===== src/rtl/cfla_pkg.sv =====
// shared constants and payload types for the chunked free list allocator
`default_nettype none
package cfla_pkg;
  localparam int CHUNKS_DEF = 8;
  localparam int BLOCKS_PER_CHUNK_DEF = 128;
  localparam int KEEP_EMPTY = 2;
  localparam int EMPTY_MAX = 15;
  localparam int ADDR_W = 17;
  localparam int BB_W = 8;
  localparam int IDX_W = 8;
  localparam int EMPTY_W = 4;
  localparam logic [BB_W-1:0] BB_RESET = 8'd8;

  localparam logic REQ_ALLOC = 1'b0;
  localparam logic REQ_FREE = 1'b1;

  typedef struct packed {
    logic              req_type;
    logic [ADDR_W-1:0] byte_addr;
  } req_t;

  typedef struct packed {
    logic              ok;
    logic [ADDR_W-1:0] block_addr;
  } rsp_t;

  typedef logic [BB_W-1:0] cfg_t;
endpackage
`default_nettype wire


===== src/rtl/cfla_div.sv =====
// shared iterative restoring divider, one quotient bit per cycle
`default_nettype none
module cfla_div (
  input  wire logic                       clk,
  input  wire logic                       rst,
  input  wire logic                       start,
  input  wire logic [cfla_pkg::ADDR_W-1:0] dividend,
  input  wire logic [cfla_pkg::ADDR_W-1:0] divisor,
  output logic                            done,
  output logic [cfla_pkg::ADDR_W-1:0]     quot,
  output logic [cfla_pkg::ADDR_W-1:0]     rem
);
  localparam int W = cfla_pkg::ADDR_W;
  localparam int CNT_W = $clog2(W + 1);

  logic [W-1:0]     dvs;
  logic [CNT_W-1:0] cnt;
  logic             busy;
  logic [W:0]       shifted;
  logic             fits;

  assign shifted = {rem, quot[W-1]};
  assign fits = shifted >= {1'b0, dvs};

  always_ff @(posedge clk) begin
    if (rst) begin
      busy <= 1'b0;
      done <= 1'b0;
      cnt <= '0;
    end else begin
      done <= 1'b0;
      if (start) begin
        busy <= 1'b1;
        cnt <= CNT_W'(W);
        quot <= dividend;
        rem <= '0;
        dvs <= divisor;
      end else if (busy) begin
        if (fits) begin
          rem <= W'(shifted - {1'b0, dvs});
        end else begin
          rem <= W'(shifted);
        end
        quot <= {quot[W-2:0], fits};
        cnt <= cnt - 1'b1;
        if (cnt == CNT_W'(1)) begin
          busy <= 1'b0;
          done <= 1'b1;
        end
      end
    end
  end
endmodule
`default_nettype wire


===== config.mk =====
export PLATFORM = sky130hd
export DESIGN_NAME = cfla_div
export DESIGN_NICKNAME = d
export VERILOG_FILES = /design/src/rtl/cfla_pkg.sv /design/src/rtl/cfla_div.sv
export SDC_FILE = /design/constraint.sdc
export NUM_CORES = 1
export LEC_CHECK = 0
export ABC_AREA = 0
export BUFFER_PORTS_ARGS = -buffer_cell sky130_fd_sc_hd__buf_2
export CAP_MARGIN = 5
export CORE_ASPECT_RATIO = 0.8
export CORE_MARGIN = 2
export CORE_UTILIZATION = 25
export DETAILED_ROUTE_END_ITERATION = 12
export HOLD_SLACK_MARGIN = 0.02
export SYNTH_ARGS = -nofsm -noshare
export SYNTH_HDL_FRONTEND = slang
export SYNTH_SLANG_ARGS = --single-unit

===== constraint.sdc =====
create_clock -name clk -period 4.9 [get_ports clk]
set_input_delay 0.98 -clock clk [delete_from_list [all_inputs] [get_ports clk]]
set_output_delay 0.98 -clock clk [all_outputs]
set_load 0.005 [all_outputs]

# Word-level counts from Yosys, hierarchy flattened
# Index checks and enable logic that the tools add are counted.
[word_totals]
output_inout_bits = 35
input_bits = 37
elab_cells = 28
ff_bits = 58
[op_classes]
muxes = 10
n_reduce_logical = 5
bitwise = 2
n_eq_ne = 1
n_lt_le_gt_ge = 1
n_addsub = 2
[ops]
columns = ["cell", "n"]
rows = [
  ["17-bit two-way mux", 4],
  ["18-bit by 17-bit >= comparator with 1-bit output", 1],
  ["17-bit subtractor", 1],
  ["5-bit two-way mux", 2],
  ["5-bit by 1-bit == test with 1-bit output, second input constant", 1],
  ["5-bit by 1-bit subtractor with 5-bit output, second input constant", 1],
  ["1-bit two-way mux", 4],
  ["2-bit AND reduction", 2],
  ["3-bit OR reduction", 1],
  ["1-bit inverter", 2],
  ["2-bit nonzero test", 1],
  ["2-bit OR reduction", 1],
]

# Longest topological paths before layout
# Gate-level depths: netlist of run 1.
[depth]
depth_word = 4
mapped_depth = 11
mapped_depth_nobuf = 10

# Worst setup path before layout of run 1
# Ideal clock, no wire load.
[synth_timing]
path_type = "input port to flip-flop"
from = "in start"
to = "reg quot[0] in the netlist's numbering (enable)"
setup_ns = 0.426
path_slack_ns = 1.643
path_stages = 3
required_time_ns = 4.474
path_buffers = 1
t_arrival_ns = 2.831
path_cell_list = "buf_1 -> nor2_1 -> nor2_1"
[synth_between]
elab_chain_len = 2
[synth_lines]
columns = ["element", "line", "source"]
rows = [
  ["start, declared", "cfla_div.sv:6", "input wire logic start,"],
  ["2-bit nonzero test (no line)", "-", ""],
  ["2-bit AND reduction (no line)", "-", ""],
  ["end signal, assigned", "cfla_div.sv:35", "quot <= dividend;"],
  ["end signal, assigned", "cfla_div.sv:44", "quot <= {quot[W-2:0], fits};"],
  ["end, declared", "cfla_div.sv:10", "output logic [cfla_pkg::ADDR_W-1:0] quot,"],
]
# Every way passes these cells.
# A chain may end at the register's enable or synchronous reset.

# Final worst setup path of run 1
[layout_timing]
from = "reg quot[16] in the netlist's numbering"
to = "reg quot[0] in the netlist's numbering (data pin)"
[layout_between]
elab_chain_len = 3
[layout_lines]
columns = ["element", "line", "source"]
rows = [
  ["18-bit by 17-bit >= comparator with 1-bit output", "cfla_div.sv:23", "assign fits = shifted >= {1'b0, dvs};"],
  ["17-bit two-way mux", "cfla_div.sv:38", "end else if (busy) begin"],
  ["17-bit two-way mux", "cfla_div.sv:32", "if (start) begin"],
]
# Every way passes these cells. The select of a mux whose other input is x is not followed.

==> insert_results.sql, run 1 <==
INSERT INTO impl_metrics (metric_group, metric, value, unit) VALUES
('setup_path', 'crit_path_frequent_cell', 'sky130_fd_sc_hd__inv_1', ''),
('yosys', 'yosys.cell_count.top_type', 'sky130_fd_sc_hd__edfxtp_1', ''),
('timing', 'finalWorstPathRequiredPeriod', '3.30', 'ns'),
('layout', 'regArea', '1670', 'um2'),
('setup_path', 'critPathLaunchType', 'flop', ''),
('global_route', 'globalRouteMet1Util', '0.162', ''),
('timing', 'final_min_period_over_clock_period', '0.673', ''),
('timing', 'timing.final.hold_violations', '0', ''),
('floorplan', 'die-area', '14100', 'um2'),
('floorplan', 'floorplan.die.height', '107', 'um'),
('global_route', 'congestion_overflow_gr', '0', ''),
('setup_path', 'worst-setup-path-type', 'flop to flop', ''),
('placement', 'routabilityCongestion', '0.876', ''),
('global_route', 'antenna_found_initial', '1', ''),
('yosys', 'synth.area.top_cells', 'sky130_fd_sc_hd__edfxtp_1, sky130_fd_sc_hd__ha_1, sky130_fd_sc_hd__mux2_2', ''),
('clock_network', 'postCtsHoldBufs', '0', ''),
('yosys', 'postSynthRegisterBits', '58', ''),
('drt', 'via_per_inst', '4.72', ''),
('clock_network', 'clkTransAtPathRegs', '0.05', 'ns'),
('yosys', 'netlist.area_leader.share', '0.466', ''),
('yosys', 'seq_area_frac_synth', '0.509', ''),
('layout', 'fillCellCount', '1348', ''),
('drt', 'routed-via-count', '2565', ''),
('drt', 'detail_route.iter0.violations', '183', ''),
('clock_network', 'max-clock-path-buffers', '2', ''),
('timing', 'report.final.setup_viol', '0', ''),
('yosys', 'ys_warn_count', '0', ''),
('layout', 'multiInputGateArea', '1490', 'um2'),
('setup_path', 'timing.critical_path.slowest_stage_cell', 'sky130_fd_sc_hd__nand3_2', ''),
('timing', 'fin_setup_tns', '0', 'ns'),
('clock_network', 'cts-resized-gates', '0', ''),
('clock_network', 'cts-root-buf', 'sky130_fd_sc_hd__clkbuf_16', ''),
('yosys', 'synthDominantAreaCellType', 'sky130_fd_sc_hd__edfxtp_1', ''),
('global_route', 'grt_most_used_layer', 'met2', ''),
('clock_network', 'cts_htree_levels', '3', ''),
('setup_path', 'crit_path_depth', '9', ''),
('layout', 'final_layout_size_suffix_gt1_frac', '0.293', ''),
('floorplan', 'core.rowCount', '37', ''),
('pwr', 'maximum_vdd_ir_drop', '158', 'uV'),
('pwr', 'leakagePower', '1.73', 'nW'),
('setup_path', 'critical_path_peak_fanout', '23', ''),
('placement', 'portBuffers', '71', ''),
('drt', 'route.detailed.drc', '0', ''),
('global_route', 'grt_pass1_wl', '13.1', 'mm'),
('global_route', 'grt_pass1_vias', '2564', ''),
('clock_network', 'insertion_delay', '0.33', 'ns'),
('yosys', 'synth_top_flop_cell', 'sky130_fd_sc_hd__edfxtp_1', ''),
('clock_network', 'cts_tree', 'yes', ''),
('flow_run', 'cap_viol_max_count', '0', ''),
('setup_path', 'worst-endpoint-required', '4.98', 'ns'),
('global_route', 'global_route.usage.total', '0.119', ''),
('setup_path', 'crit_family', 'compound AO/OA/AOI/OAI gates', ''),
('setup_path', 'timing.critical_path.cells', 'inv_1 -> ha_1 -> inv_1 -> fa_1 -> a21o_1 -> a221oi_2 -> a2111o_1 -> nand3_2 -> mux2_2', ''),
('setup_path', 'r2r.worst_path.cells', '9', ''),
('layout', 'antenna_cells', '0', ''),
('clock_network', 'tritoncts_buffers', '9', ''),
('yosys', 'netlist-cell-type-count', '46', ''),
('outcome', 'run_status', 'completed', ''),
('timing', 'achievable-frequency', '0.303', 'GHz'),
('timing', 'grt_setup_unrepaired', 'false', ''),
('placement', 'dpl_cell_area', '3820', 'um2'),
('drt', 'antenna_violating_nets_post_route', '0', ''),
('timing', 'clock_skew', '0.00679', 'ns'),
('yosys', 'syn_area', '3290', 'um2'),
('min_path', 'hold_depth', '2', ''),
('setup_path', 'end_kind', 'flop', ''),
('drt', 'detail_route.first_pass.iterations', '4', ''),
('yosys', 'syn_nets', '350', ''),
('floorplan', 'placeableCoreArea', '12900', 'um2'),
('yosys', 'syn_avg_cell_area', '11.2', 'um2'),
('layout', 'nets', '420', '');
flip-flops by register name, indices dropped and copies added, names as in the netlist:
name  cells
busy      1
rem      17
done      1
dvs      17
cnt       5
quot     17
area by class of cell:
cell class / count / area share
Clock buffer: 11 / 0.0560
Clock inverter: 5 / 0.0247
Inverter: 23 / 0.0208
Multi-Input combinational cell: 200 / 0.358
Sequential cell: 58 / 0.402
Tap cell: 175 / 0.0527
Timing Repair Buffer: 71 / 0.0855
tightest hold or removal path: stages, from the launching register on:
cell                        delay (ns)
sky130_fd_sc_hd__dfxtp_1          0.32
sky130_fd_sc_hd__nor2_1           0.09
sky130_fd_sc_hd__a2111oi_0        0.06
cell usage in the layout (no fill, tap or decap), types with 3 or more instances in the layout:
cell type / n
sky130_fd_sc_hd__buf_2: 71
sky130_fd_sc_hd__edfxtp_1: 51
sky130_fd_sc_hd__nor2_1: 26
sky130_fd_sc_hd__inv_1: 23
sky130_fd_sc_hd__a21oi_1: 19
sky130_fd_sc_hd__ha_1: 19
sky130_fd_sc_hd__mux2_2: 17
sky130_fd_sc_hd__o21ai_0: 12
sky130_fd_sc_hd__nand4_1: 10
sky130_fd_sc_hd__nand2_1: 9
sky130_fd_sc_hd__clkbuf_16: 9
sky130_fd_sc_hd__mux2i_1: 8
sky130_fd_sc_hd__xnor2_1: 7
sky130_fd_sc_hd__dfxtp_1: 7
sky130_fd_sc_hd__a21o_1: 6
sky130_fd_sc_hd__nor3_1: 6
sky130_fd_sc_hd__a211oi_1: 5
sky130_fd_sc_hd__nor3b_1: 5
sky130_fd_sc_hd__nand3_1: 5
sky130_fd_sc_hd__or3_1: 4
sky130_fd_sc_hd__xor2_1: 4
sky130_fd_sc_hd__nor2b_1: 3
sky130_fd_sc_hd__o21a_1: 3
sky130_fd_sc_hd__a41o_1: 3
sky130_fd_sc_hd__bufinv_16: 3
through the flow:
stage,cells,utilization,setup WS [ns],power [mW],hold slack (ns)
floorplan,293,-,1.64,0.861,0.493
CTS,543,0.323,1.61,1.69,0.518
finish,543,0.323,1.60,1.67,0.522
global placement,527,0.297,1.74,0.959,0.509
global route,543,0.323,1.44,1.75,0.547
detailed placement,527,0.297,1.62,0.963,0.511
routing by layer:
layer / wire length [um] / up-vias
met5: 13 / -
met4: 91 / 2
met3: 603 / 12
met2: 3430 / 92
met1: 3990 / 1212
li1: - / 1247
cells by family after synthesis:
logic type	after synthesis	synth area share
and+or+nand+nor	78	0.122
muxes	25	0.0826
DFF	58	0.509
buffers and inverters	35	0.0419
xor gates and xnor gates	11	0.0293
AOI/OAI and AO/OA	66	0.137
adders and majority gates	20	0.0784
worst paths after layout:
kind | end | slack [ns] | start
worst min-delay path | cnt[1]$_SDFFE_PP0P_ | 0.52 | cnt[1]$_SDFFE_PP0P_
worst max register to register | quot[0]$_DFFE_PP_ | 1.60 | quot[16]$_DFFE_PP_
worst max-delay path | quot[0]$_DFFE_PP_ | 1.60 | quot[16]$_DFFE_PP_
worst min register to register | cnt[1]$_SDFFE_PP0P_ | 0.52 | cnt[1]$_SDFFE_PP0P_
power breakdown:
group          internal, mW  leakage, nW  switching, mW
sequential            0.590        0.545         0.0261
clock                 0.495        0.160          0.219
combinational         0.148         1.02          0.192
No activity file was read; power rests on OpenSTA's default activity.
==> run 2, diff against run 1 <==
Clock period 4.9 ns to 3.26 ns, I/O delays scaled along.
==> run 2 against run 1 <==
Sequential power up 50%. Routed wire length down 2.0%. Largest power group unchanged. Maximum frequency up 10%. Final area up 1.4%. First-iteration DRC count down 64%. Flip-flop and latch count unchanged. Final cell count up 1.5%. Hold slack worse by 0.030 ns. Worst setup slack worse by 1.3 ns.
==> insert_results.sql, run 2 (synthesized netlist as in run 1, its figures left out) <==
INSERT INTO impl_metrics (metric_group, metric, value, unit) VALUES
('global_route', 'grt_pass1_vias', '2609', ''),
('floorplan', 'placeableCoreArea', '12900', 'um2'),
('clock_network', 'cts_htree_levels', '3', ''),
('setup_path', 'critPathMaxStageDelay', '0.41', 'ns'),
('drt', 'routed_wirelength', '7.97', 'mm'),
('setup_path', 'critical_path_buffer_and_inverter_count', '2', ''),
('global_route', 'congestion_overflow_gr', '0', ''),
('setup_path', 'worst-setup-path-type', 'flop to flop', ''),
('drt', 'route.detailed.drc', '0', ''),
('layout', 'layout-area-overhead-vs-synth', '28.2', '%'),
('placement', 'routabilityCongestion', '0.922', ''),
('drt', 'detail_route.first_pass.iterations', '4', ''),
('pwr', 'leakagePower', '1.77', 'nW'),
('setup_path', 'worst-endpoint-required', '3.34', 'ns'),
('pwr', 'totalPowerFinal', '2.51', 'mW'),
('layout', 'final_util', '0.327', ''),
('timing', 'clock_skew', '0.0105', 'ns'),
('clock_network', 'clock_sink_count', '58', ''),
('setup_path', 'critical_path_arrival', '3.07', 'ns'),
('placement', 'post-place-ws', '0.302', 'ns'),
('drt', 'via_per_inst', '4.52', ''),
('timing', 'postLayoutSetupSlackWorst', '0.273', 'ns'),
('floorplan', 'core.rowCount', '37', ''),
('layout', 'fillCellCount', '1353', ''),
('timing', 'timing.final.hold_violations', '0', ''),
('global_route', 'grt_pass1_wl', '13.4', 'mm'),
('floorplan', 'die_x', '132', 'um'),
('drt', 'antenna_violating_nets_post_route', '0', ''),
('min_path', 'hold_depth', '1', ''),
('setup_path', 'r2r.worst_path.cells', '10', ''),
('flow_run', 'cap_viol_max_count', '0', ''),
('drt', 'routed_wire_length_per_instance', '14.5', 'um'),
('layout', 'final_cell_mix', 'sky130_fd_sc_hd__buf_2, sky130_fd_sc_hd__edfxtp_1, sky130_fd_sc_hd__nor2_1, sky130_fd_sc_hd__inv_1', ''),
('setup_path', 'timing.critical_path.slowest_stage_cell', 'sky130_fd_sc_hd__edfxtp_1', ''),
('clock_network', 'cts_tree', 'yes', ''),
('layout', 'nets', '428', ''),
('floorplan', 'die-area', '14100', 'um2'),
('timing', 'report.final.setup_viol', '0', ''),
('global_route', 'maximum_number_of_pins_on_one_net_before_global_route_repair', '29', ''),
('min_path', 'timing.hold.worst.class', 'primary input to flop', ''),
('setup_path', 'end_kind', 'flop', ''),
('pwr', 'maximum_vdd_ir_drop', '251', 'uV'),
('timing', 'grt_setup_unrepaired', 'false', ''),
('setup_path', 'timing.critical_path.cells', 'inv_1 -> ha_1 -> inv_1 -> fa_1 -> a21o_1 -> a221o_1 -> a221oi_2 -> a211oi_1 -> or3_1 -> a41o_1', ''),
('placement', 'place.detailed.hpwl', '5.99', 'mm'),
('clock_network', 'insertion_delay', '0.33', 'ns'),
('setup_path', 'critPathLaunchType', 'flop', ''),
('clock_network', 'tritoncts_buffers', '9', ''),
('clock_network', 'cts-root-buf', 'sky130_fd_sc_hd__clkbuf_16', ''),
('floorplan', 'floorplan.initialDensity', '0.255', ''),
('outcome', 'run_status', 'completed', ''),
('layout', 'final_layout_size_suffix_gt1_frac', '0.306', ''),
('drt', 'routed-via-count', '2492', ''),
('placement', 'portBuffers', '71', ''),
('min_path', 'worst_hold_path.endpoint', 'dvs[16]$_DFFE_PP_', ''),
('timing', 'fin_setup_tns', '0', 'ns'),
('drt', 'detail_route.iter0.violations', '66', ''),
('floorplan', 'io-pin-count', '72', ''),
('timing', 'worst_slew_pin_slew', '0.420', 'ns'),
('clock_network', 'max-clock-path-buffers', '2', ''),
('timing', 'finalMaxSlewViolations', '0', ''),
('setup_path', 'timing.rr.end', 'rem[16]$_SDFFCE_PP0P_', ''),
('layout', 'top_regs', 'dvs (17), quot (17), rem (17)', ''),
('floorplan', 'floorplan.die.height', '107', 'um'),
('setup_path', 'crit_family', 'compound AO/OA/AOI/OAI gates', ''),
('global_route', 'global_route.usage.total', '0.124', ''),
('timing', 'holdWs', '0.492', 'ns'),
('setup_path', 'critical_path_peak_fanout', '3', ''),
('global_route', 'antenna_found_initial', '0', ''),
('clock_network', 'postCtsHoldBufs', '0', ''),
('clock_network', 'cts-resized-gates', '0', ''),
('pwr', 'p_per_area', '596', 'nW/um2'),
('layout', 'layout.cells.most_common', 'sky130_fd_sc_hd__buf_2', ''),
('min_path', 'hold_path_startpoint', 'divisor[16]', ''),
('setup_path', 'register_to_register_setup_slack', '0.27', 'ns'),
('clock_network', 'cts_post_setup_buffers_inserted', '0', ''),
('timing', 'max_slew_margin', '0.719', ''),
('setup_path', 'critical_register_to_register_path_startpoint', 'quot[16]$_DFFE_PP_', ''),
('setup_path', 'crit_path_frequent_cell', 'sky130_fd_sc_hd__inv_1', ''),
('timing', 'final_min_period_over_clock_period', '0.916', ''),
('timing', 'finalWorstPathRequiredPeriod', '2.99', 'ns'),
('clock_network', 'clkTransAtPathRegs', '0.05', 'ns'),
('layout', 'antenna_cells', '0', ''),
('timing', 'achievable-frequency', '0.335', 'GHz');
[run 2: cell count changes in the layout (fill, tap and decap cells not counted)]
cell                     previous run  this run
sky130_fd_sc_hd__buf_4              0         8
sky130_fd_sc_hd__nor2_2             1         0
sky130_fd_sc_hd__nor2_1            26        27
[run 2: worst reg2reg max path: cells and delay by family, from the launching register on]
| family | cells | cell delay [ns] |
|---|---|---|
| and+or+nand+nor | 1 | 0.32 |
| adders and majority gates | 2 | 0.56 |
| DFF | 1 | 0.41 |
| AOI/OAI and AO/OA | 5 | 1.32 |
| buffers and inverters | 2 | 0.13 |
[run 2: area by class of cell]
type	instances	area, um2	share of cell area
inverter	23	86.3	0.0205
timing repair buffer	79	415	0.0986
tap	175	219	0.0520
clock buffer	11	233	0.0552
clock inverter	5	103	0.0244
sequential	58	1670	0.397
multi-input combinational	200	1490	0.353
[run 2: metrics by stage]
stage	std cells	area [um2]
floorplan	293	3290
global placement	535	3880
CTS	551	4210
detailed placement	535	3880
finish	551	4210
global route	551	4210
[run 2: power breakdown]
group / internal, mW / switching (mW) / leakage, nW
logic: 0.234 / 0.285 / 1.06
clock network: 0.744 / 0.326 / 0.160
registers: 0.886 / 0.0364 / 0.545
total: 1.86 / 0.648 / 1.77
[run 2: how the worst max path moves through the flow]
stage	start	endpoint	slack (ns)	depth (start not counted)
global placement	quot[16]$_DFFE_PP_	rem[16]$_SDFFCE_PP0P_	0.37	10
floorplan	start	quot[0]$_DFFE_PP_	0.33	3
finish	quot[16]$_DFFE_PP_	rem[16]$_SDFFCE_PP0P_	0.27	10
detailed placement	quot[16]$_DFFE_PP_	rem[16]$_SDFFCE_PP0P_	0.30	10
CTS	quot[16]$_DFFE_PP_	rem[16]$_SDFFCE_PP0P_	0.28	10
global route	quot[16]$_DFFE_PP_	rem[16]$_SDFFCE_PP0P_	0.12	10
[run 2: routing by layer]
metal  global-route usage  share of wire  wire (um)  up-vias
met4               0.0461          0.016        130        0
li1                     -              -          -     1255
met2                0.182           0.43       3400       50
met1                0.168           0.51       4070     1176
met5                    0              0          0        -
met3               0.0410          0.046        368       11
==> run 3, diff against run 2 <==
Settings changed: ABC_AREA 0 to 1.
==> run 3 against run 2 <==
Non-clock buffer count shrank 4. Flip-flop and latch count is the same. Hold slack gained 0.0028 ns. Worst setup slack gained 0.70 ns. Die area grew 12%. Power grew 5.2%. Sequential power grew 0.8%. Routed wire length grew 25%. Utilization shrank 0.64 points. Register-to-register slack gained 0.70 ns. Clock-buffer cell count is the same. Synthesized cell count grew 61%. Largest power group unchanged.
==> insert_results.sql, run 3 <==
INSERT INTO impl_metrics (metric_group, metric, value, unit) VALUES
('outcome', 'run_status', 'completed', ''),
('clock_network', 'insertion_delay', '0.33', 'ns'),
('min_path', 'hold_path_startpoint', 'divisor[15]', ''),
('global_route', 'grt_pass1_wl', '16.5', 'mm'),
('placement', 'dpl_cell_area', '4260', 'um2'),
('floorplan', 'die_x', '140', 'um'),
('setup_path', 'worst-endpoint-required', '3.35', 'ns'),
('yosys', 'seq_area_frac_synth', '0.452', ''),
('layout', 'final_util', '0.321', ''),
('layout', 'layout-area-overhead-vs-synth', '24.6', '%'),
('setup_path', 'worstSetupStartpoint', 'rem[10]$_SDFFCE_PP0P_', ''),
('layout', 'final_cell_mix', 'sky130_fd_sc_hd__nand2_1, sky130_fd_sc_hd__inv_1, sky130_fd_sc_hd__buf_2, sky130_fd_sc_hd__edfxtp_1, sky130_fd_sc_hd__nor2_1', ''),
('floorplan', 'floorplan.initialDensity', '0.258', ''),
('yosys', 'post_synth_xor_area_fraction', '0.0190', ''),
('placement', 'routabilityCongestion', '0.891', ''),
('flow_run', 'cap_viol_max_count', '0', ''),
('timing', 'grt_setup_unrepaired', 'false', ''),
('drt', 'detail_route.iter0.violations', '207', ''),
('clock_network', 'max-clock-path-buffers', '2', ''),
('setup_path', 'critical_path_peak_fanout', '15', ''),
('global_route', 'grt_pass1_vias', '3248', ''),
('yosys', 'ys_warn_count', '0', ''),
('layout', 'nets', '605', ''),
('layout', 'antenna_cells', '0', ''),
('layout', 'top_regs', 'dvs (17), quot (17), rem (17)', ''),
('floorplan', 'io-pin-count', '72', ''),
('drt', 'routed-via-count', '3153', ''),
('yosys', 'netlist_top_cells_count', 'sky130_fd_sc_hd__nand2_1, sky130_fd_sc_hd__inv_1, sky130_fd_sc_hd__edfxtp_1', ''),
('drt', 'via_per_inst', '4.28', ''),
('setup_path', 'critical_path_buffer_and_inverter_count', '1', ''),
('pwr', 'p_per_area', '574', 'nW/um2'),
('layout', 'fillCellCount', '1579', ''),
('setup_path', 'end_kind', 'flop', ''),
('min_path', 'hold_depth', '1', ''),
('setup_path', 'critical_path_arrival', '2.38', 'ns'),
('yosys', 'syn_area', '3690', 'um2'),
('global_route', 'antenna_found_initial', '0', ''),
('drt', 'detail_route.first_pass.iterations', '4', ''),
('pwr', 'maximum_vdd_ir_drop', '314', 'uV'),
('yosys', 'postSynthRegisterBits', '58', ''),
('yosys', 'synth_top_family_by_area', 'simple AND/OR/NAND/NOR gates', ''),
('drt', 'route.detailed.drc', '0', ''),
('yosys', 'yosys.cell_count.top_type', 'sky130_fd_sc_hd__nand2_1', ''),
('yosys', 'synth_top_flop_cell', 'sky130_fd_sc_hd__edfxtp_1', ''),
('setup_path', 'timing.critical_path.cells', 'ha_1 -> nand2_1 -> nand2_1 -> nand2_1 -> nand2_1 -> nand2_1 -> nand2_1 -> nor2_4 -> nand2_4 -> nand2_1 -> nand2_1 -> nand2_1 -> inv_1', ''),
('layout', 'layoutNonFillerInstCount', '737', ''),
('layout', 'regArea', '1670', 'um2'),
('timing', 'final_min_period_over_clock_period', '0.702', ''),
('placement', 'portBuffers', '71', ''),
('placement', 'place.detailed.hpwl', '7.55', 'mm'),
('setup_path', 'register_to_register_setup_slack', '0.97', 'ns'),
('timing', 'max_slew_margin', '0.588', ''),
('clock_network', 'postCtsHoldBufs', '0', ''),
('yosys', 'netlist.area_leader.share', '0.414', ''),
('setup_path', 'r2r.worst_path.cells', '13', ''),
('timing', 'report.final.setup_viol', '0', ''),
('floorplan', 'die-area', '15800', 'um2'),
('setup_path', 'critPathMaxStageDelay', '0.46', 'ns'),
('floorplan', 'placeableCoreArea', '14300', 'um2'),
('layout', 'final_layout_size_suffix_gt1_frac', '0.215', ''),
('min_path', 'timing.hold.worst.class', 'primary input to flop', ''),
('placement', 'dpl.cell_count', '721', ''),
('yosys', 'yosys.area_share.adder', '0.0698', ''),
('yosys', 'fraction_of_the_mapped_netlist_area_in_compound_gates', '0.0207', ''),
('clock_network', 'clock_sink_count', '58', ''),
('timing', 'clock_skew', '0.00571', 'ns'),
('timing', 'postLayoutSetupSlackWorst', '0.970', 'ns'),
('setup_path', 'critical_register_to_register_path_startpoint', 'rem[10]$_SDFFCE_PP0P_', ''),
('timing', 'worst_slew_pin_slew', '0.616', 'ns'),
('clock_network', 'cts_post_setup_buffers_inserted', '0', ''),
('yosys', 'synth.area.mux_share', '0', ''),
('layout', 'layout.cell_area.non_filler', '4600', 'um2'),
('yosys', 'post_synth_inst_count', '472', ''),
('yosys', 'synth.area.top_cells', 'sky130_fd_sc_hd__edfxtp_1, sky130_fd_sc_hd__nand2_1, sky130_fd_sc_hd__inv_1', ''),
('clock_network', 'cts-root-buf', 'sky130_fd_sc_hd__clkbuf_16', ''),
('floorplan', 'floorplan.die.height', '113', 'um'),
('timing', 'achievable-frequency', '0.437', 'GHz'),
('global_route', 'maximum_number_of_pins_on_one_net_before_global_route_repair', '39', ''),
('yosys', 'asyncSetResetFlopFracSynth', '0', ''),
('yosys', 'synth_simple_gate_area_share', '0.341', ''),
('clock_network', 'cts-resized-gates', '0', ''),
('layout', 'layout.cells.most_common', 'sky130_fd_sc_hd__nand2_1', ''),
('timing', 'finalWorstPathRequiredPeriod', '2.29', 'ns'),
('yosys', 'synth_enable_flop_cells', '51', ''),
('drt', 'routed_wirelength', '9.95', 'mm'),
('setup_path', 'cp-endpoint', 'rem[16]$_SDFFCE_PP0P_', ''),
('setup_path', 'crit_family', 'simple AND/OR/NAND/NOR gates', ''),
('yosys', 'syn_avg_cell_area', '7.83', 'um2'),
('clock_network', 'cts_htree_levels', '3', ''),
('floorplan', 'core.rowCount', '39', ''),
('timing', 'finalMaxSlewViolations', '0', ''),
('global_route', 'global_route.usage.total', '0.133', ''),
('clock_network', 'tritoncts_buffers', '9', ''),
('clock_network', 'clkTransAtPathRegs', '0.05', 'ns'),
('pwr', 'leakagePower', '2.34', 'nW'),
('layout', 'multiInputGateArea', '1680', 'um2'),
('yosys', 'synthDominantAreaCellType', 'sky130_fd_sc_hd__edfxtp_1', ''),
('yosys', 'syn_nets', '529', ''),
('drt', 'routed_wire_length_per_instance', '13.5', 'um'),
('setup_path', 'crit_path_frequent_cell', 'sky130_fd_sc_hd__nand2_1', ''),
('timing', 'fin_setup_tns', '0', 'ns'),
('placement', 'post-place-ws', '0.945', 'ns'),
('setup_path', 'timing.critical_path.slowest_stage_cell', 'sky130_fd_sc_hd__edfxtp_1', ''),
('timing', 'timing.final.hold_violations', '0', ''),
('drt', 'antenna_violating_nets_post_route', '0', ''),
('setup_path', 'crit_path_depth', '13', ''),
('setup_path', 'critPathLaunchType', 'flop', ''),
('yosys', 'netlist-cell-type-count', '31', ''),
('setup_path', 'timing.rr.end', 'rem[16]$_SDFFCE_PP0P_', ''),
('setup_path', 'worst-setup-path-type', 'flop to flop', ''),
('clock_network', 'cts_tree', 'yes', ''),
('global_route', 'congestion_overflow_gr', '0', '');
-- run 3: cell count changes after synthesis, sizes merged, moves of 8 or more --
cell / change
nand2: +171
o21ai: -14
mux2: -17
nand3: +14
nor2: +30
nand3b: +11
mux2i: -8
inv: +55
a21oi: -8
-- run 3: layout make-up --
class,count,share of cell area
Tap cell,184,0.0500
Sequential cell,58,0.363
Timing Repair Buffer,75,0.0837
Clock inverter,5,0.0223
Clock buffer,11,0.0527
Inverter,78,0.0636
Multi-Input combinational cell,326,0.365
-- run 3: logic make-up after synthesis --
kind of cell               Yosys count
DFF                                 58
AOI/OAI and AO/OA                   14
buffers and inverters               88
xor gates and xnor gates             8
and+or+nand+nor                    284
adders and majority gates           20
-- run 3: worst min path at each step --
stage	endpoint	slack [ns]
floorplan	cnt[4]$_SDFFE_PP0N_	0.46
global placement	cnt[4]$_SDFFE_PP0N_	0.48
detailed placement	cnt[0]$_SDFFE_PP0N_	0.51
CTS	dvs[15]$_DFFE_PP_	0.48
global route	dvs[14]$_DFFE_PP_	0.49
finish	dvs[15]$_DFFE_PP_	0.50
-- run 3: layer usage --
metal | part of all wire | global-route usage | vias to the layer above | wire (um)
met3 | 0.075 | 0.0419 | 10 | 751
li1 | - | - | 1621 | -
met2 | 0.39 | 0.193 | 108 | 3930
met5 | 0 | 0 | - | 0
met4 | 0.0097 | 0.0293 | 0 | 97
met1 | 0.52 | 0.193 | 1414 | 5170
-- run 3: per-stage QoR --
stage	power (mW)	hold slack, ns
2_1_floorplan	1.35	0.457
3_3_place_gp	1.54	0.481
3_5_place_dp	1.54	0.505
4_1_cts	2.67	0.479
5_1_grt	2.79	0.487
6_report	2.64	0.495
-- run 3: worst reg2reg max path, stage by stage (launching register included) --
cell and delay [ns]:
sky130_fd_sc_hd__edfxtp_1 0.46, sky130_fd_sc_hd__ha_1 0.41, sky130_fd_sc_hd__nand2_1 0.09, sky130_fd_sc_hd__nand2_1 0.07, sky130_fd_sc_hd__nand2_1 0.06, sky130_fd_sc_hd__nand2_1 0.08
sky130_fd_sc_hd__nand2_1 0.07, sky130_fd_sc_hd__nand2_1 0.08, sky130_fd_sc_hd__nor2_4 0.29, sky130_fd_sc_hd__nand2_4 0.19, sky130_fd_sc_hd__nand2_1 0.13, sky130_fd_sc_hd__nand2_1 0.06
sky130_fd_sc_hd__nand2_1 0.05, sky130_fd_sc_hd__inv_1 0.03
-- run 3: power by group --
part	total [mW]	switching, mW	leakage [nW]	internal, mW
logic	0.598	0.381	1.62	0.218
clock network	1.12	0.349	0.167	0.766
registers	0.930	0.0436	0.547	0.886
